===== src/rtl/lcds_pkg.sv =====
// Package for the latent code dot sigmoid scorer: opcodes, register indexes,
// FSM states, the control struct types and the 256-entry sigmoid table.
// No dependencies.
`timescale 1ns / 1ps

package lcds_pkg;

  // Default sizes of the stores
  localparam int MAX_CODE_LEN_DEF = 64;
  localparam int NUM_CODES_DEF    = 4096;
  localparam int NUM_ROWS_DEF     = 4096;

  // Input beat kinds (carried in in_tuser)
  localparam logic [1:0] OP_CODE_WR   = 2'd0;
  localparam logic [1:0] OP_WEIGHT_WR = 2'd1;
  localparam logic [1:0] OP_BIAS_WR   = 2'd2;
  localparam logic [1:0] OP_SCORE     = 2'd3;

  // Code mode values
  localparam logic [1:0] MODE_USER = 2'd0;
  localparam logic [1:0] MODE_ITEM = 2'd1;

  // Configuration register indexes
  localparam logic CFG_CODE_MODE = 1'b0;
  localparam logic CFG_CODE_LEN  = 1'b1;

  localparam logic [1:0] CODE_MODE_RST = MODE_USER;
  localparam logic [6:0] CODE_LEN_RST  = 7'd64;

  // Sigmoid table source: e^(-1/16) in Q0.32
  localparam logic [63:0] EXP_STEP_Q32 = 64'd4034748383;

  typedef enum logic [1:0] {
    ST_IDLE,
    ST_RUN,
    ST_DRAIN,
    ST_OUT
  } lcds_state_t;

  // Per-cycle tag that travels with a store read into the MAC pipeline
  typedef struct packed {
    logic issue;
    logic first;
    logic en;
    logic last;
  } lcds_mac_ctl_t;

  // Request to load the output register
  typedef struct packed {
    logic load;
    logic zero;
    logic err;
  } lcds_load_t;

  typedef logic [15:0] sig_lut_t [256];

  // Shift-subtract long division, used only while building the table
  function automatic logic [63:0] lut_udiv(input logic [63:0] n, input logic [63:0] d);
    logic [63:0] q;
    logic [63:0] r;
    q = '0;
    r = '0;
    for (int b = 63; b >= 0; b--) begin
      r = {r[62:0], n[b]};
      if (r >= d) begin
        r    = r - d;
        q[b] = 1'b1;
      end
    end
    return q;
  endfunction

  // Entry i = round(65536 * sigmoid(-8 + i/16)), capped at 65535
  function automatic sig_lut_t build_sig_lut();
    logic [63:0] pw [129];
    logic [63:0] p;
    logic [63:0] num;
    logic [63:0] den;
    logic [63:0] q;
    sig_lut_t    t;
    pw[0] = 64'h1_0000_0000;
    for (int k = 1; k <= 128; k++) begin
      pw[k] = (pw[k-1] * EXP_STEP_Q32 + 64'h8000_0000) >> 32;
    end
    for (int k = 0; k < 256; k++) begin
      if (k < 128) begin
        p   = pw[128-k];
        num = p << 16;
      end else begin
        p   = pw[k-128];
        num = 64'h1 << 48;
      end
      den = 64'h1_0000_0000 + p;
      q   = lut_udiv((num << 1) + den, den << 1);
      t[k] = (q > 64'd65535) ? 16'hFFFF : q[15:0];
    end
    return t;
  endfunction

  localparam sig_lut_t SIG_LUT = build_sig_lut();

endpackage


===== src/rtl/lcds_ctrl.sv =====
// Score sequencer: selects code and weight rows, walks the columns and
// tags each store read for the MAC pipeline. Depends on lcds_pkg.
`timescale 1ns / 1ps

module lcds_ctrl
  import lcds_pkg::*;
#(
  parameter int MAX_CODE_LEN = MAX_CODE_LEN_DEF,
  parameter int NUM_CODES    = NUM_CODES_DEF,
  parameter int NUM_ROWS     = NUM_ROWS_DEF,
  localparam int CODE_AW = (NUM_CODES > 1) ? $clog2(NUM_CODES) : 1,
  localparam int ROW_AW  = (NUM_ROWS > 1) ? $clog2(NUM_ROWS) : 1,
  localparam int COL_W   = (MAX_CODE_LEN > 1) ? $clog2(MAX_CODE_LEN) : 1
) (
  input  logic                      clk,
  input  logic                      rst_n,
  input  logic                      score_req,   // score beat accepted
  input  logic [11:0]               user_id,
  input  logic [11:0]               item_id,
  input  logic [1:0]                code_mode,
  input  logic [6:0]                code_length,
  input  logic                      out_free,
  input  logic                      mac_done,
  output logic                      idle,
  output logic [CODE_AW+COL_W-1:0]  code_raddr,
  output logic [ROW_AW+COL_W-1:0]   wt_raddr,
  output logic [ROW_AW-1:0]         bias_raddr,
  output lcds_mac_ctl_t             mac_ctl,
  output lcds_load_t                load
);

  localparam int CNT_W = $clog2(MAX_CODE_LEN + 1) > 0 ? $clog2(MAX_CODE_LEN + 1) : 1;

  lcds_state_t        state_r, state_nxt;
  logic [CNT_W-1:0]   cnt_r, cnt_nxt;
  logic [CNT_W-1:0]   len_r, len_nxt;
  logic [CODE_AW-1:0] cid_r, cid_nxt;
  logic [ROW_AW-1:0]  rid_r, rid_nxt;
  logic               zero_r, zero_nxt;
  logic               err_r, err_nxt;

  logic [31:0]        cid_w, rid_w;
  logic               mode_off, id_bad;

  // Request decode
  always_comb begin
    cid_w    = (code_mode == MODE_USER) ? 32'(user_id) : 32'(item_id);
    rid_w    = (code_mode == MODE_USER) ? 32'(item_id) : 32'(user_id);
    mode_off = (code_mode != MODE_USER) && (code_mode != MODE_ITEM);
    id_bad   = (cid_w >= NUM_CODES) || (rid_w >= NUM_ROWS);
  end

  // Next state
  always_comb begin
    state_nxt = state_r;
    unique case (state_r)
      ST_IDLE: begin
        if (score_req) begin
          state_nxt = (mode_off || id_bad) ? ST_OUT : ST_RUN;
        end
      end
      ST_RUN: begin
        if (cnt_r == len_r) begin
          state_nxt = ST_DRAIN;
        end
      end
      ST_DRAIN: begin
        if (mac_done) begin
          state_nxt = ST_OUT;
        end
      end
      ST_OUT: begin
        if (out_free) begin
          state_nxt = ST_IDLE;
        end
      end
      default: state_nxt = ST_IDLE;
    endcase
  end

  // Outputs
  always_comb begin
    idle          = 1'b0;
    mac_ctl       = '0;
    load          = '0;
    unique case (state_r)
      ST_IDLE: idle = 1'b1;
      ST_RUN: begin
        mac_ctl.issue = 1'b1;
        mac_ctl.first = (cnt_r == '0);
        mac_ctl.en    = (cnt_r < len_r);
        mac_ctl.last  = (cnt_r == len_r);
      end
      ST_DRAIN: ;
      ST_OUT: begin
        load.load = out_free;
        load.zero = zero_r;
        load.err  = err_r;
      end
      default: ;
    endcase
  end

  // Request registers and column counter
  always_comb begin
    cnt_nxt  = cnt_r;
    len_nxt  = len_r;
    cid_nxt  = cid_r;
    rid_nxt  = rid_r;
    zero_nxt = zero_r;
    err_nxt  = err_r;
    if (state_r == ST_IDLE && score_req) begin
      cnt_nxt  = '0;
      cid_nxt  = cid_w[CODE_AW-1:0];
      rid_nxt  = rid_w[ROW_AW-1:0];
      zero_nxt = mode_off || id_bad;
      err_nxt  = !mode_off && id_bad;
      if (32'(code_length) > MAX_CODE_LEN) begin
        len_nxt = CNT_W'(MAX_CODE_LEN);
      end else begin
        len_nxt = CNT_W'(code_length);
      end
    end else if (state_r == ST_RUN) begin
      cnt_nxt = cnt_r + 1'b1;
    end
  end

  always_ff @(posedge clk) begin
    if (!rst_n) begin
      state_r <= ST_IDLE;
      cnt_r   <= '0;
      zero_r  <= 1'b0;
      err_r   <= 1'b0;
    end else begin
      state_r <= state_nxt;
      cnt_r   <= cnt_nxt;
      zero_r  <= zero_nxt;
      err_r   <= err_nxt;
    end
  end

  always_ff @(posedge clk) begin
    len_r <= len_nxt;
    cid_r <= cid_nxt;
    rid_r <= rid_nxt;
  end

  // Store read addresses: row in the upper bits, column in the lower
  assign code_raddr = {cid_r, cnt_r[COL_W-1:0]};
  assign wt_raddr   = {rid_r, cnt_r[COL_W-1:0]};
  assign bias_raddr = rid_r;

endmodule


===== config.mk =====
export PLATFORM = sky130hd
export DESIGN_NAME = lcds_ctrl
export DESIGN_NICKNAME = d
export VERILOG_FILES = /design/src/rtl/lcds_pkg.sv /design/src/rtl/lcds_ctrl.sv
export SDC_FILE = /design/constraint.sdc
export NUM_CORES = 1
export LEC_CHECK = 0
export BUFFER_PORTS_ARGS = -buffer_cell sky130_fd_sc_hd__buf_2
export CAP_MARGIN = 5
export CORE_ASPECT_RATIO = 0.7
export CORE_UTILIZATION = 36
export CTS_CLUSTER_DIAMETER = 120
export DETAILED_ROUTE_END_ITERATION = 10
export GPL_TIMING_DRIVEN = 0
export PLACE_DENSITY_LB_ADDON = 0.3
export SETUP_SLACK_MARGIN = 0.3
export SYNTH_ARGS = -nofsm -noshare
export SYNTH_HDL_FRONTEND = slang
export SYNTH_SLANG_ARGS = --single-unit

===== constraint.sdc =====
create_clock -name clk -period 4.62 [get_ports clk]
set_clock_uncertainty 0.05 [all_clocks]
set_input_delay 0.462 -clock clk [delete_from_list [all_inputs] [get_ports clk]]
set_output_delay 0.462 -clock clk [all_outputs]
set_load 0.02 [all_outputs]

[After elaboration in Yosys (flattened, before gate mapping)]
Index checks and enable logic that the tools add are counted.
Cells by class
  $add $sub $neg: 1
  order comparisons: 4
  equal/unequal tests: 9
  multiplexer cells: 11
  bitwise operators: 1
  reductions and logical operators: 12
Operator list (number)
  12-bit by 13-bit >= comparator with 1-bit output, second input constant: 2
  12-bit 2-to-1 mux: 2
  2-bit 2-to-1 mux: 5
  2-bit inequality test, second input constant: 4
  2-bit case mux with 4 select lines: 1
  7-bit by 1-bit adder with 7-bit output, second input constant: 1
  7-bit equality test: 1
  7-bit greater-than comparator, second input constant: 1
  7-bit logical NOT: 1
  7-bit less-than comparator: 1
  2-bit equality test, second input constant: 2
  2-bit logical NOT: 2
  4-bit 2-to-1 mux: 1
  4-bit AND reduction: 1
  1-bit logical AND: 3
  3-bit 2-to-1 mux: 1
  2-bit by 1-bit equality test with 1-bit output, second input constant: 1
  1-bit logical OR: 2
  2-bit by 1-bit inequality test with 1-bit output, second input constant: 1
  2-bit nonzero test: 1
  2-bit OR reduction: 1
  1-bit logical NOT: 1
  1-bit 2-to-1 mux: 1
  1-bit NOT: 1
Storage, ports and cells
  register bits: 42
  bits of input ports: 38
  output and inout port bits: 56
  logic and storage cells: 45

[Longest topological paths before layout]
  depth after elaboration: 8
  mapped depth: 6
  mapped depth without buffers: 6

[Worst setup path before layout]
No wires, ideal clock.
  kind: reg-to-output
  start: register state_r[1]
  end: output mac_ctl[1] in the netlist's numbering
  data arrival time: 1904 ps
  required time: 4108 ps
  setup slack: 2204 ps
  cell stages (with the launch flop): 7
  path through: dfxtp_1 -> inv_1 -> ha_1 -> buf_6 -> inv_1 -> or4_1 -> o21ai_0
RTL lines
  from (decl): line lcds_ctrl.sv:34  | lcds_state_t state_r, state_nxt;
  from (signal assigned): line lcds_ctrl.sv:135  | state_r <= state_nxt;
  to (decl): line lcds_ctrl.sv:28  | output lcds_mac_ctl_t mac_ctl,

==> results.cfg <==
[logic_synthesis]
cell_with_the_most_instances_after_synthesis = sky130_fd_sc_hd__edfxtp_1
yosys.cell_types.count = 33
post_synth.cell_area_avg_sq_um = 12.09
commonest_cells_in_the_netlist = sky130_fd_sc_hd__edfxtp_1, sky130_fd_sc_hd__buf_4, sky130_fd_sc_hd__mux2_2, sky130_fd_sc_hd__ha_1, sky130_fd_sc_hd__inv_1
synth.area.top_cells = sky130_fd_sc_hd__edfxtp_1, sky130_fd_sc_hd__mux2_2, sky130_fd_sc_hd__dfxtp_1, sky130_fd_sc_hd__buf_4, sky130_fd_sc_hd__ha_1
synth.yosys.warnings = 0
synthDominantAreaCellType = sky130_fd_sc_hd__edfxtp_1
yosys_most_used_dff = sky130_fd_sc_hd__edfxtp_1
synth_seq_area_share = 0.5139
number_of_enable_type_register_cells_in_the_synthesized_netlist = 31
share_of_the_synthesized_area_in_the_top_cell_type = 0.4230
nets_in_the_synthesized_netlist = 234
syn_area_sq_um = 2201
synth-seq-cells = 41
synthArstFlopShare = 0
postSynthCellCount = 182

[route]
post_detailed_route_count_of_antenna_violating_nets = 0
drtIter0Drc = 60
wire_per_inst_um = 12.34
post-route-drc-count = 0
drt_wl_total_um = 4405
vias = 1599
drt-vias-per-instance = 4.479
first_pass_drt_iterations = 4

[worst_setup_path]
delay_of_the_slowest_critical_path_stage_ns = 0.51
worst_ep_arrival_time_ns = 2.02
path_cells = inv_1 -> ha_1 -> buf_6 -> inv_1 -> or4_1 -> o21ai_0 -> buf_2
timing.reg2reg.worst_path_depth = 4
end_kind = primary output
worstSetupPathType = reg2out
worst_path_dominant_cell_family = buffers and inverters
critical_path_buffers_and_inverters = 4
cp.required_ns = 4.11
cp_slowest_cell = sky130_fd_sc_hd__or4_1
critPathMostFrequentCell = sky130_fd_sc_hd__inv_1
cp_num_cells = 7
cp-start-kind = register
timing.critical_path.fanout_max = 7

[finish]
proportion_of_layout_cells_with_a_drive_suffix_above_1 = 0.5461
multi_input_comb_area_sq_um = 804.5
nNetsFinal = 333
layout.cells.non_filler = 357
seq_area_sq_um = 1131
area_growth_syn_to_layout_pct = 30.19
filler_cell_count = 555
diodes = 0

[place]
weighted_congestion_reported_at_the_end_of_routability_driven_placement = 0.7669
detailed_place_hpwl_um = 3370
port_buffers = 92
place.detailed.instances = 349

[timing]
timing.hold.ws_ns = 0.3957
worst-slew-pin-transition_ns = 1.215
maxClockFrequency_mhz = 395.4
slew_headroom = 0.1894
timing.final.hold_violations = 0
final-max-slew-violation-count = 0
share_of_the_cycle_needed_by_the_critical_path_after_routing = 0.5475
setup_tns_ns = 0
fin_crit_ns = 2.529
grt_setup_unrepaired = false
setup_viol = 0

[worst_hold_path]
min_path_type = in2reg
min_delay_path_depth = 2

[clock_tree]
post_cts.repair.setup_buffers = 0
cts.repair.resized = 0
cts.hold.buffers_added = 0
worst_skew_pair.late_latency_ns = 0.30
clock-root-buffer = sky130_fd_sc_hd__clkbuf_8
cts_num_sinks = 41
cts_tree = yes
cts.clk_slew.worst_paths_ns = 0.08
cts_buffers = 5
cts-root-to-sink-buffers = 2
cts.htree.levels = 2

[grt]
first_global_vias = 1342
grt_first_pass_wirelength_um = 6589
tot_gr_track_use = 0.1410
number_of_antenna_violations_at_the_first_check_in_global_routing = 0
grt_start_max_net_pins = 33
total_global_routing_overflow = 0

[floorplan]
die_area_sq_um = 6435
core_region_area_sq_um = 5813
std_cell_rows = 23
design.portCount = 94
initial_core_utilization = 0.3786
fp.dieH_um = 67.42
chipWidth_um = 95.46

[pwr]
power_per_cell_area_nw_per_um2 = 476.2
ir_drop_uv = 183.5
power_leakage_nw = 1.345

[flow_run]
timing.max_cap.violations = 0

[run_status]
run_status = complete, no violations
stage by stage:
stage	setup WS (ns)	util	instance area [sq um]	power, mW
after floorplan	2.204	-	2201	0.9230
after global placement	2.398	0.4740	2755	1.079
after detailed placement	2.409	0.4740	2755	1.088
after CTS	2.076	0.4929	2865	1.381
after global routing	1.935	0.4929	2865	1.457
final	2.091	0.4929	2865	1.364
layout by cell type, fill, tap and decap left out, drive strengths merged, types with 6 or more instances in the layout:
cell / instances
nand2: 9
mux2: 25
nor2: 7
ha: 14
buf: 120
dfxtp: 10
nor2b: 7
inv: 14
clkbuf: 6
edfxtp: 31
metal layers:
layer / wire length (um) / GRT usage / up-vias
li1: - / - / 812
met1: 2059 / 0.1948 / 720
met2: 2011 / 0.1991 / 63
met3: 288 / 0.04955 / 4
met4: 46 / 0.05970 / 0
met5: 0 / 0 / -
flip-flops by register name, indices dropped and copies added (netlist names):
signal      flops
bias_raddr     12
cid_r          12
state_r         2
cnt_r           7
zero_r          1
len_r           7
where the power goes:
part           internal (mW)  switching, mW  leakage [nW]
registers              0.504         0.0377         0.377
logic                  0.214          0.318         0.916
clock network          0.159          0.132        0.0518
layout make-up:
class / count / area share
Tap cell: 75 / 0.03275
Buffer: 29 / 0.07424
Clock inverter: 3 / 0.01441
Timing Repair Buffer: 92 / 0.1607
Clock buffer: 5 / 0.02402
Sequential cell: 41 / 0.3948
Multi-Input combinational cell: 98 / 0.2808
Inverter: 14 / 0.01834
logic make-up (layout without fill, tap and decap cells):
| kind of cell | after synthesis | in the layout | share of synthesized area |
|---|---|---|---|
| multiplexers | 27 | 27 | 0.1370 |
| AO/OA/AOI/OAI | 13 | 13 | 0.03639 |
| flip-flops | 41 | 41 | 0.5139 |
| XOR/XNOR | 4 | 4 | 0.01592 |
| adder cells (fa/ha/maj) | 14 | 14 | 0.07959 |
| other | 1 | 1 | 0.001704 |
| AND/OR/NAND/NOR | 39 | 39 | 0.09494 |
| buffers and inverters | 43 | 143 | 0.1205 |
path summary, 6_finish.rpt:
path                                   to  slack, ns                     from
setup / recovery               mac_ctl[1]       2.09  state_r[1]$_SDFFE_PN0P_
hold / removal    state_r[0]$_SDFFE_PN0P_       0.40                    rst_n
hold reg to reg       zero_r$_SDFFE_PN0P_       0.44      zero_r$_SDFFE_PN0P_
setup reg to reg       cid_r[2]$_DFFE_PP_       2.51  state_r[0]$_SDFFE_PN0P_
Note: power is estimated with default switching activity, not from simulation.
