$ cat src/rtl/lcds_pkg.sv
// Package for the latent code dot sigmoid scorer: opcodes, register indexes,
// FSM states, the control struct types and the 256-entry sigmoid table.
// No dependencies.
`timescale 1ns / 1ps

package lcds_pkg;

  // Default sizes of the stores
  localparam int MAX_CODE_LEN_DEF = 64;
  localparam int NUM_CODES_DEF    = 4096;
  localparam int NUM_ROWS_DEF     = 4096;

  // Input beat kinds (carried in in_tuser)
  localparam logic [1:0] OP_CODE_WR   = 2'd0;
  localparam logic [1:0] OP_WEIGHT_WR = 2'd1;
  localparam logic [1:0] OP_BIAS_WR   = 2'd2;
  localparam logic [1:0] OP_SCORE     = 2'd3;

  // Code mode values
  localparam logic [1:0] MODE_USER = 2'd0;
  localparam logic [1:0] MODE_ITEM = 2'd1;

  // Configuration register indexes
  localparam logic CFG_CODE_MODE = 1'b0;
  localparam logic CFG_CODE_LEN  = 1'b1;

  localparam logic [1:0] CODE_MODE_RST = MODE_USER;
  localparam logic [6:0] CODE_LEN_RST  = 7'd64;

  // Sigmoid table source: e^(-1/16) in Q0.32
  localparam logic [63:0] EXP_STEP_Q32 = 64'd4034748383;

  typedef enum logic [1:0] {
    ST_IDLE,
    ST_RUN,
    ST_DRAIN,
    ST_OUT
  } lcds_state_t;

  // Per-cycle tag that travels with a store read into the MAC pipeline
  typedef struct packed {
    logic issue;
    logic first;
    logic en;
    logic last;
  } lcds_mac_ctl_t;

  // Request to load the output register
  typedef struct packed {
    logic load;
    logic zero;
    logic err;
  } lcds_load_t;

  typedef logic [15:0] sig_lut_t [256];

  // Shift-subtract long division, used only while building the table
  function automatic logic [63:0] lut_udiv(input logic [63:0] n, input logic [63:0] d);
    logic [63:0] q;
    logic [63:0] r;
    q = '0;
    r = '0;
    for (int b = 63; b >= 0; b--) begin
      r = {r[62:0], n[b]};
      if (r >= d) begin
        r    = r - d;
        q[b] = 1'b1;
      end
    end
    return q;
  endfunction

  // Entry i = round(65536 * sigmoid(-8 + i/16)), capped at 65535
  function automatic sig_lut_t build_sig_lut();
    logic [63:0] pw [129];
    logic [63:0] p;
    logic [63:0] num;
    logic [63:0] den;
    logic [63:0] q;
    sig_lut_t    t;
    pw[0] = 64'h1_0000_0000;
    for (int k = 1; k <= 128; k++) begin
      pw[k] = (pw[k-1] * EXP_STEP_Q32 + 64'h8000_0000) >> 32;
    end
    for (int k = 0; k < 256; k++) begin
      if (k < 128) begin
        p   = pw[128-k];
        num = p << 16;
      end else begin
        p   = pw[k-128];
        num = 64'h1 << 48;
      end
      den = 64'h1_0000_0000 + p;
      q   = lut_udiv((num << 1) + den, den << 1);
      t[k] = (q > 64'd65535) ? 16'hFFFF : q[15:0];
    end
    return t;
  endfunction

  localparam sig_lut_t SIG_LUT = build_sig_lut();

endpackage

$ cat src/rtl/lcds_mac.sv
// Multiply-accumulate pipeline over store read data, then the sigmoid lookup.
// Depends on lcds_pkg (control tag type, SIG_LUT).
`timescale 1ns / 1ps

module lcds_mac
  import lcds_pkg::*;
#(
  parameter int MAX_CODE_LEN = MAX_CODE_LEN_DEF
) (
  input  logic          clk,
  input  logic          rst_n,
  input  lcds_mac_ctl_t ctl,
  input  logic [15:0]   code_rdata,
  input  logic [15:0]   wt_rdata,
  input  logic [15:0]   bias_rdata,
  output logic          done,
  output logic [15:0]   score
);

  // Q8.24 products summed over up to MAX_CODE_LEN terms plus the bias
  localparam int ACC_W = 34 + $clog2(MAX_CODE_LEN + 1);
  localparam logic signed [ACC_W-1:0] SIG_HI = ACC_W'(134217728);
  localparam logic signed [ACC_W-1:0] SIG_LO = -SIG_HI;

  lcds_mac_ctl_t            s1_r, s2_r;
  logic signed [31:0]       prod_r;
  logic signed [15:0]       bias_r;
  logic signed [ACC_W-1:0]  acc_r, acc_nxt;
  logic                     done_r;
  logic signed [ACC_W-1:0]  bias_ext, prod_ext;
  logic [7:0]               lut_idx;

  // Tag pipeline, aligned with the registered RAM read
  always_ff @(posedge clk) begin
    if (!rst_n) begin
      s1_r   <= '0;
      s2_r   <= '0;
      done_r <= 1'b0;
    end else begin
      s1_r   <= ctl;
      s2_r   <= s1_r;
      done_r <= s2_r.issue && s2_r.last;
    end
  end

  // Multiply stage
  always_ff @(posedge clk) begin
    prod_r <= 32'($signed(wt_rdata)) * 32'($signed(code_rdata));
    if (s1_r.first) begin
      bias_r <= $signed(bias_rdata);
    end
  end

  // Accumulate stage; the bias enters as Q.24
  always_comb begin
    bias_ext = ACC_W'(bias_r);
    prod_ext = ACC_W'(prod_r);
    acc_nxt  = acc_r;
    if (s2_r.issue) begin
      if (s2_r.first) begin
        acc_nxt = (bias_ext <<< 12) + (s2_r.en ? prod_ext : '0);
      end else if (s2_r.en) begin
        acc_nxt = acc_r + prod_ext;
      end
    end
  end

  always_ff @(posedge clk) begin
    acc_r <= acc_nxt;
  end

  // Sigmoid index: floor(sum * 16) + 128, saturated to the table
  always_comb begin
    priority if (acc_r < SIG_LO) begin
      lut_idx = 8'd0;
    end else if (acc_r >= SIG_HI) begin
      lut_idx = 8'd255;
    end else begin
      lut_idx = {~acc_r[27], acc_r[26:20]};
    end
  end

  assign score = SIG_LUT[lut_idx];
  assign done  = done_r;

endmodule

$ cat config.mk
export PLATFORM = sky130hd
export DESIGN_NAME = lcds_mac
export DESIGN_NICKNAME = d
export VERILOG_FILES = /design/src/rtl/lcds_pkg.sv /design/src/rtl/lcds_mac.sv
export SDC_FILE = /design/constraint.sdc
export NUM_CORES = 1
export LEC_CHECK = 0
export BUFFER_PORTS_ARGS = -buffer_cell sky130_fd_sc_hd__buf_2
export CAP_MARGIN = 20
export CORE_ASPECT_RATIO = 1.2
export CORE_MARGIN = 2
export CORE_UTILIZATION = 55
export CTS_BUF_LIST = sky130_fd_sc_hd__clkbuf_4
export DETAILED_ROUTE_END_ITERATION = 8
export PLACE_DENSITY_LB_ADDON = 0.25
export SYNTH_ARGS = -nofsm -noshare
export SYNTH_HDL_FRONTEND = slang
export SYNTH_SLANG_ARGS = --single-unit
$ cat constraint.sdc
create_clock -name clk -period 9.2 [get_ports clk]
set_clock_uncertainty 0.15 [all_clocks]
set_input_delay 0.46 -clock clk [delete_from_list [all_inputs] [get_ports clk]]
set_output_delay 0.46 -clock clk [all_outputs]
set_load 0.1 [all_outputs]
## Word level (Yosys, flattened, before mapping)

Memory sizes are Yosys's and may differ from the RTL's.
Index checks and enable logic that the tools add are counted.
W data, S select, Z words.

| cells by class | value |
|---|---|
| magnitude comparators | 3 |
| reduce and logical (&&, ||, !) cells | 3 |
| bitwise gates (word level) | 2 |
| add/sub/neg operators | 2 |
| multiplexer cells | 7 |
| $mul | 1 |

Operators by type and width:

| cell | number |
|---|---|
| $mux W41 | 3 |
| $add A41 B32 Y41 | 1 |
| $add A41 B41 Y41 | 1 |
| $ge A41 B29 Y1 const B | 1 |
| $lt A41 B28 Y1 const B | 1 |
| $mul A16 B16 Y32 | 1 |
| $mux W16 | 2 |
| $mux W8 | 2 |
| $ge A9 B9 Y1 const B | 1 |
| $not A8 Y9 | 1 |
| $reduce_and A2 Y1 | 1 |
| $reduce_bool A2 Y1 | 1 |
| $logic_and A1 B1 Y1 | 1 |
| $not A1 Y1 | 1 |

| storage, ports and cells | value |
|---|---|
| bits in registers | 98 |
| logic and storage cells | 31 |
| output and inout port bits | 17 |
| memories kept | 1 |
| memory bits (read-only) | 4,096 |

Memories:

| memory | depth | width | rd ports | clocked after memory_dff | wr ports | RTL line | source |
|---|---|---|---|---|---|---|---|
| (no name shown) | 256 | 16 | 1 | 0 | 0 | lcds_mac.sv:83 | `assign score = SIG_LUT[lut_idx];` |

## Longest topological paths before layout

Gate-level depths: netlist (run 1).

| depth | value |
|---|---|
| depth in word-level cells | 7 |
| gate-level depth with buffers | 25 |

## Worst setup path after synthesis (run 1)

No wires, ideal clock.

| timing path | value |
|---|---|
| path type | input port to flip-flop |
| start point | input port wt_rdata[15] |
| end point | register prod_r[31] |
| data arrival time | 6.169 ns |
| library setup time | 0.120 ns |
| stages | 20 |
| path buffers | 1 |
| setup slack | 2.761 ns |
| path through | clkbuf_1 > nand2_1 > fa_1 > inv_1 > fa_1 > fa_1 > fa_1 > fa_1 > inv_1 > fa_1 > inv_1 > ha_1 > a21o_1 > nand2_1 > nand2_1 > a211oi_1 > nor3_1 > a2111oi_0 > a21oi_1 > xnor2_1 |

| between the ends | value |
|---|---|
| word-level cells in the longest chain between the ends | 1 |

RTL lines:

| item | RTL line | source |
|---|---|---|
| start: declaration | lcds_mac.sv:14 | `input logic [15:0] wt_rdata,` |
| $mul A16 B16 Y32 | lcds_mac.sv:48 | `prod_r <= 32'($signed(wt_rdata)) * 32'($signed(code_rdata));` |
| end signal: assignment | lcds_mac.sv:48 |  |
| end: declaration | lcds_mac.sv:26 | `logic signed [31:0] prod_r;` |

Every way passes these cells.
A chain may end at the register's enable or synchronous reset.

## Final worst setup path (run 1)

| timing path | value |
|---|---|
| start point | register acc_r[31] |
| end point | output port score[2] |

| between the ends | value |
|---|---|
| word-level cells in the longest chain between the ends | 7 |
| elaborated cells on any way between the ends | 8 |
| those cells by class | order compare (2); mux (4); bitwise (1); memory (1) |

RTL lines:

| item | RTL line | source |
|---|---|---|
| start: declaration | lcds_mac.sv:28 | `logic signed [ACC_W-1:0] acc_r, acc_nxt;` |
| start signal: assignment | lcds_mac.sv:69 | `acc_r <= acc_nxt;` |
| $ge A41 B29 Y1 | lcds_mac.sv:76 | `end else if (acc_r >= SIG_HI) begin` |
| $mux W8 | lcds_mac.sv:76 |  |
| $mux W8 * | lcds_mac.sv:74 | `priority if (acc_r < SIG_LO) begin` |
| $not A8 Y9 (not written as such) * | lcds_mac.sv:83 |  |
| $mem_v2 Z256 W16 * | n/a |  |
| $mux W16 (not written as such) * (2 in series) | lcds_mac.sv:83 |  |
| end: declaration | lcds_mac.sv:17 | `output logic [15:0] score` |

Every way passes the cells marked *; elsewhere a longest branch is shown, timed or not. The select of a mux whose other input is x is not followed.

==> results of run 1 <==
## report_power, final
group,switching (W),internal [W]
logic,0.00412,0.00313
registers,0.000109,0.000712
clock network,0.000175,0.0000653
## worst max path at each step
| stage | from | cells past startpoint | slack, ns | end |
|---|---|---|---|---|
| after floorplan | wt_rdata[15] | 20 | 2.76 | prod_r[31] |
| after global placement | code_rdata[2] | 20 | 2.38 | prod_r[31] |
| after detailed placement | code_rdata[2] | 20 | 2.24 | prod_r[31] |
| after CTS | acc_r[31] | 14 | 2.36 | score[2] |
| after global routing | acc_r[31] | 14 | 1.95 | score[2] |
| final | acc_r[31] | 14 | 2.11 | score[2] |
## per-layer routing
metal,share of wire,vias to the layer above,track usage
li1,-,8060,-
met5,0,-,0
met2,0.47,990,0.600
met4,0.056,0,0.162
met3,0.087,242,0.0659
met1,0.39,8792,0.449
## per-stage QoR
step	utilization	total power [W]	cells	area, um2	setup slack [ns]
after global routing	0.582	0.00918	2861	20700	1.95
after CTS	0.581	0.00833	2858	20700	2.36
final	0.582	0.00831	2863	20800	2.11
after detailed placement	0.573	0.00806	2827	20400	2.24
after floorplan	-	0.00630	2385	19800	2.76
after global placement	0.573	0.00776	2827	20400	2.38
## cells in the final DEF, fill, tap and decap left out, drive strengths merged, types with 34 or more instances in the layout
cell and count:
fa 264, inv 311, buf 104, nand3 45, edfxtp 57, a31oi 34, and2 156, dfxtp 41
a21oi 133, ha 162, a21o 39, nor2 135, nand2 278, o21ai 167, xnor2 58, nor3 42
## sequential cells by signal (all words and copies together), names as in the netlist
name / count
prod_r: 32
bias_r: 16
acc_r: 41
done: 1
s2_r: 4
s1_r: 4
## Yosys cell counts, drive strengths merged (11+ instances only)
cell type,instances
and2,156
clkbuf,93
fa,264
ha,162
xor2,31
nand3,45
a21o,39
o211ai,21
o21ai,167
o22ai,11
o221ai,14
xnor2,58
nand2b,24
edfxtp,57
nor2,135
a221oi,19
inv,309
dfxtp,41
nand2,278
a21oi,133
nand4,11
nor3,42
nor2b,13
buf,35
o21a,22
a211oi,19
a31oi,34
## layout make-up
class,instances,area share
multi-input cells,1850,0.749
flip-flops and latches,98,0.122
inverters,309,0.0560
repair buffers,119,0.0369
well taps,468,0.0282
clock inverters,7,0.00392
clock buffers,9,0.00326
diodes,3,0.000362
## worst reg2reg max path: cells and delay by family, from the launching register on
kind                       cells  cell delay (ns)
adders and majority gates      1             0.13
and+or+nand+nor                5             0.88
DFF                            1             0.80
buffers and inverters          1             0.11
AOI/OAI and AO/OA              6             2.38
## logic make-up (layout without fill, tap and decap cells)
group / after synthesis / count (layout) / share of synthesized area
simple gates: 744 / 744 / 0.180
buf+inv: 437 / 444 / 0.0859
xor+xnor: 89 / 89 / 0.0395
fa+ha+maj: 426 / 426 / 0.370
flops: 98 / 98 / 0.128
other cells: 0 / 3 / 0
mux: 3 / 3 / 0.00158
compound gates: 588 / 588 / 0.195
## what timing repair did
action                                 4_1_cts  5_1_grt
hold buffers                                15        0
endpoints found under the hold margin       15        0
setup endpoints to repair                    0        0
==> impl_metrics.csv, run 1 <==
group,metric,value,unit
timing,max_freq,0.141,GHz
timing,slew_violations,0,
die,die-width,177,um
power,vdd_ir_drop_max,0.000489,V
critical_path,r2r_start,"s2_r[1]",
die,ios,71,
grt,overflow,0,
finish,final_layout_size_suffix_gt1_frac,0.0631,
synthesis,synth_edf_count,57,
critical_path,path_cells,"nor4_1 -> a41o_1 -> nand2b_1 -> nand2_1 -> inv_1 -> ha_1 -> buf_4 -> o21ai_0 -> a221oi_1 -> a21oi_1 -> a2bb2oi_1 -> a21boi_1 -> o221ai_1 -> buf_2",
timing,rsz0062_at_grt,"false",
grt,grt_pass1_wl,103,mm
finish,area_delta_synth_final,5.07,%
run,maxCapViolCount,0,
die,die_area,37500,um2
worst_hold_path,worstHoldPathCells,1,
routing,drtIter0Drc,1760,
synthesis,yosysTopAreaCell,"fa_1",
synthesis,synth_area,19800,um2
clock_tree,cts_setup_buffers,0,
clock_tree,insertion_delay,0.50,ns
grt,antenna_found_initial,2,
critical_path,slowest_stage,"o21ai_0",
timing,period_share,0.771,
critical_path,crit_path_end_kind,"output port",
timing,whs,0.0627,ns
clock_tree,clkTransAtPathRegs,0.16,ns
synthesis,syn_nets,2865,
worst_hold_path,hold_start,"bias_rdata[12]",
die,core,35700,um2
routing,dr.pass1.iters,7,
timing,finalHoldViolations,0,
critical_path,required,8.59,ns
routing,via_per_inst,6.32,
outcome,outcome,"finished clean",
clock_tree,cts_buffers,9,
power,cellPowerDensity,400,nW/um2
critical_path,reg2regPathDepth,13,
synthesis,ys_ff_latch,98,
synthesis,yosys.area.top_type_share,0.268,
timing,setup_viol,0,
critical_path,path_buf_inv,3,
routing,drtAntennaViolNets,0,
critical_path,regToRegSetupSlack,4.48,ns
critical_path,cpPeakStageDelay,0.71,ns
die,std_cell_rows,76,
synthesis,yosys_warnings,0,
finish,layout.nets,2867,
grt,grt_usage,0.358,
power,leakage,9.46,nW
routing,routed_wl,66.3,mm
clock_tree,tritoncts,"done",
routing,routedWlPerCell,23.2,um
timing,setup_tns,0,ns
grt,grt_pass1_vias,18271,
critical_path,criticalPathCategory,"reg2out",
timing,relSlewSlack,0.206,
routing,drc_errors,0,
finish,multiInputGateArea,15600,um2
clock_tree,clock-root-buffer,"clkbuf_4",
synthesis,netlist-cell-type-count,81,
clock_tree,htreeDepth,3,
finish,ff_latch_area,2530,um2
critical_path,cp_data_arrival_time,6.48,ns
finish,fill_cells,3289,
timing,tightest_slew,1.19,ns
timing,period_minus_slack,7.09,ns
synthesis,synth_area_per_cell,8.28,um2
critical_path,r2r-end,"acc_r[39]",
die,die_h,212,um
synthesis,synth_area_leaders,"fa_1, ha_1, edfxtp_1",
grt,grt_max_degree,67,
placement,place_congestion,1.01,
critical_path,worstSetupStartpointType,"flop",
routing,via_count,18084,
synthesis,yosysSeqAreaShare,0.128,
worst_hold_path,hold_path_end,"bias_r[12]",
die,start_util,0.554,
critical_path,cp_top_family,"compound AO/OA/AOI/OAI gates",
critical_path,cp_max_fo,16,
synthesis,async_flop_share,0,
clock_tree,cts_buffer_depth,2,
clock_tree,clock-sinks,98,
synthesis,ys.flop_type,"edfxtp_1",
synthesis,netlist_instances,2385,
clock_tree,cts_resized,0,
placement,portBuffers,70,
worst_hold_path,hold_class,"in2reg",
placement,place_hpwl,50.0,mm
Power figures use the tool's default switching activity.
==> run 2: changes to the inputs <==
ABC_AREA = 1   (was default)
clock period = 7.42 ns   (was 9.2 ns; I/O delays follow)
==> impl_metrics.csv, run 2 <==
group,metric,value,unit
routing,via_per_inst,5.81,
synthesis,synth_most_common_cell,"nand2_1",
critical_path,worstSetupStartpointType,"flop",
placement,portBuffers,70,
synthesis,yosysTopAreaCell,"fa_1",
grt,grt_usage,0.363,
clock_tree,clock-sinks,98,
placement,place_area,21500,um2
grt,grt_pass1_wl,112,mm
synthesis,synth_area,21000,um2
timing,tightest_slew,1.03,ns
grt,antenna_found_initial,3,
synthesis,async_flop_share,0,
timing,finalHoldViolations,0,
worst_hold_path,hold_class,"in2reg",
clock_tree,clkTransAtPathRegs,0.18,ns
timing,slew_violations,0,
routing,drc_errors,0,
grt,grt_max_degree,78,
die,start_util,0.556,
timing,setup_viol,0,
timing,rsz0062_at_grt,"false",
power,leakage,11.9,nW
synthesis,ys_ff_latch,98,
finish,largest_reg_flops,41,
finish,final_layout_size_suffix_gt1_frac,0.0500,
grt,overflow,0,
synthesis,synth_area_leaders,"fa_1, nand2_1, inv_1",
timing,relSlewSlack,0.316,
grt,grt_pass1_vias,20489,
critical_path,criticalPathCategory,"reg2out",
power,cellPowerDensity,514,nW/um2
critical_path,cp_data_arrival_time,5.62,ns
clock_tree,htreeDepth,3,
finish,fin_area,21900,um2
routing,routed_wl,70.8,mm
routing,routedWlPerCell,20.1,um
die,ios,71,
clock_tree,cts_setup_buffers,0,
placement,place_hpwl,55.7,mm
synthesis,synth.top_cells.by_count,"nand2_1, inv_1, fa_1, nor2_1, nand3_1",
timing,period_minus_slack,6.14,ns
placement,place_congestion,1.11,
power,totalPowerFinal,0.0113,W
clock_tree,insertion_delay,0.53,ns
timing,max_freq,0.163,GHz
die,die-width,182,um
clock_tree,tritoncts,"done",
finish,top_register,"acc_r",
finish,layout_common_cells,"nand2_1, inv_1, fa_1",
routing,drtIter0Drc,1930,
synthesis,yosys_warnings,0,
routing,dr.pass1.iters,6,
synthesis,yosysSeqAreaShare,0.121,
power,vdd_ir_drop_max,0.000474,V
synthesis,netlist_instances,3040,
synthesis,netlist-cell-type-count,54,
clock_tree,clock-root-buffer,"clkbuf_4",
synthesis,yosys.area.top_type_share,0.252,
critical_path,required,6.90,ns
finish,reg_top3,"acc_r: 41 flops, prod_r: 32 flops, bias_r: 16 flops",
die,die_area,39700,um2
die,die_h,218,um
die,core,37700,um2
routing,drtAntennaViolNets,0,
clock_tree,cts_buffer_depth,2,
synthesis,synth_area_per_cell,6.89,um2
finish,layout_commonest_cell,"nand2_1",
clock_tree,cts_buffers,9,
synthesis,synth_edf_count,57,
critical_path,cp_max_fo,17,
finish,area_delta_synth_final,4.48,%
die,std_cell_rows,78,
routing,via_count,20462,
run,maxCapViolCount,0,
synthesis,syn_nets,3520,
synthesis,ys.flop_type,"edfxtp_1",
timing,period_share,0.828,
finish,layout.nets,3517,
timing,setup_tns,0,ns
critical_path,crit_path_end_kind,"output port",
outcome,outcome,"finished clean",
## run 2: timing repair
action,in CTS,in global routing
hold buffers,25,0
resized for setup,0,0
endpoints found under the hold margin,25,0
## run 2: metal layers
metal  share of wire  track usage  routed length [um]
met5         0.00023            0                  16
met4           0.053        0.175                3770
met3           0.083       0.0461                5850
met2            0.46        0.605               32900
met1            0.40        0.470               28300
## run 2: stage by stage
| stage | worst slack, ns | util | hold WS [ns] | std cells |
|---|---|---|---|---|
| final | 1.28 | 0.581 | 0.0944 | 3524 |
| after global routing | 1.16 | 0.581 | 0.0857 | 3524 |
| after CTS | 1.46 | 0.581 | 0.0554 | 3521 |
| after detailed placement | 1.08 | 0.570 | 0.246 | 3480 |
| after global placement | 1.14 | 0.570 | 0.243 | 3480 |
| after floorplan | 1.59 | - | 0.240 | 3040 |
## run 2: path summary, 6_finish.rpt
check / endpoint / slack (ns) / startpoint / cells past startpoint
worst max register to register: acc_r[40] / 3.44 / s2_r[1] / 14
worst max-delay path: score[1] / 1.28 / acc_r[40] / 15
worst min-delay path: prod_r[0] / 0.09 / code_rdata[0] / 3
worst min register to register: s2_r[3] / 0.28 / s1_r[3] / 2
## run 2: cell type report
cell class                 count  area, um2
inverter                     589       2210
fill                        3646      15800
antenna                        2       5.00
clock inverter                 7       78.8
sequential                    98       2530
multi-input combinational   2231      15700
timing repair buffer         108        711
tap                          480        601
clock buffer                   9       67.6
## run 2: worst max-delay path, stage by stage (launching register included)
cell and delay (ns):
edfxtp_1 1.06, inv_2 0.47, nand2_4 0.39, nand2_2 0.11, nand2_2 0.37, inv_1 0.43
ha_1 0.41, inv_1 0.28, nand2_2 0.31, nand3_1 0.21, nor2_1 0.08, nor2_1 0.33
nand3_1 0.12, nand3_1 0.09, nand2_1 0.11, buf_2 0.31
## run 2: cells by family (layout without fill, tap and decap cells)
group,Yosys count,in the layout,share of synthesized area
AND/OR/NAND/NOR,1341,1341,0.268
buffers and inverters,711,713,0.132
AO/OA/AOI/OAI,404,404,0.106
flip-flops,98,98,0.121
adder cells (fa/ha/maj),426,426,0.349
other,0,2,0
XOR/XNOR,60,60,0.0251
## run 2: where the power goes
| part | switching [W] | internal (W) |
|---|---|---|
| logic | 0.00633 | 0.00360 |
| registers | 0.000151 | 0.000878 |
| clock network | 0.000227 | 0.0000811 |
| total | 0.00670 | 0.00456 |
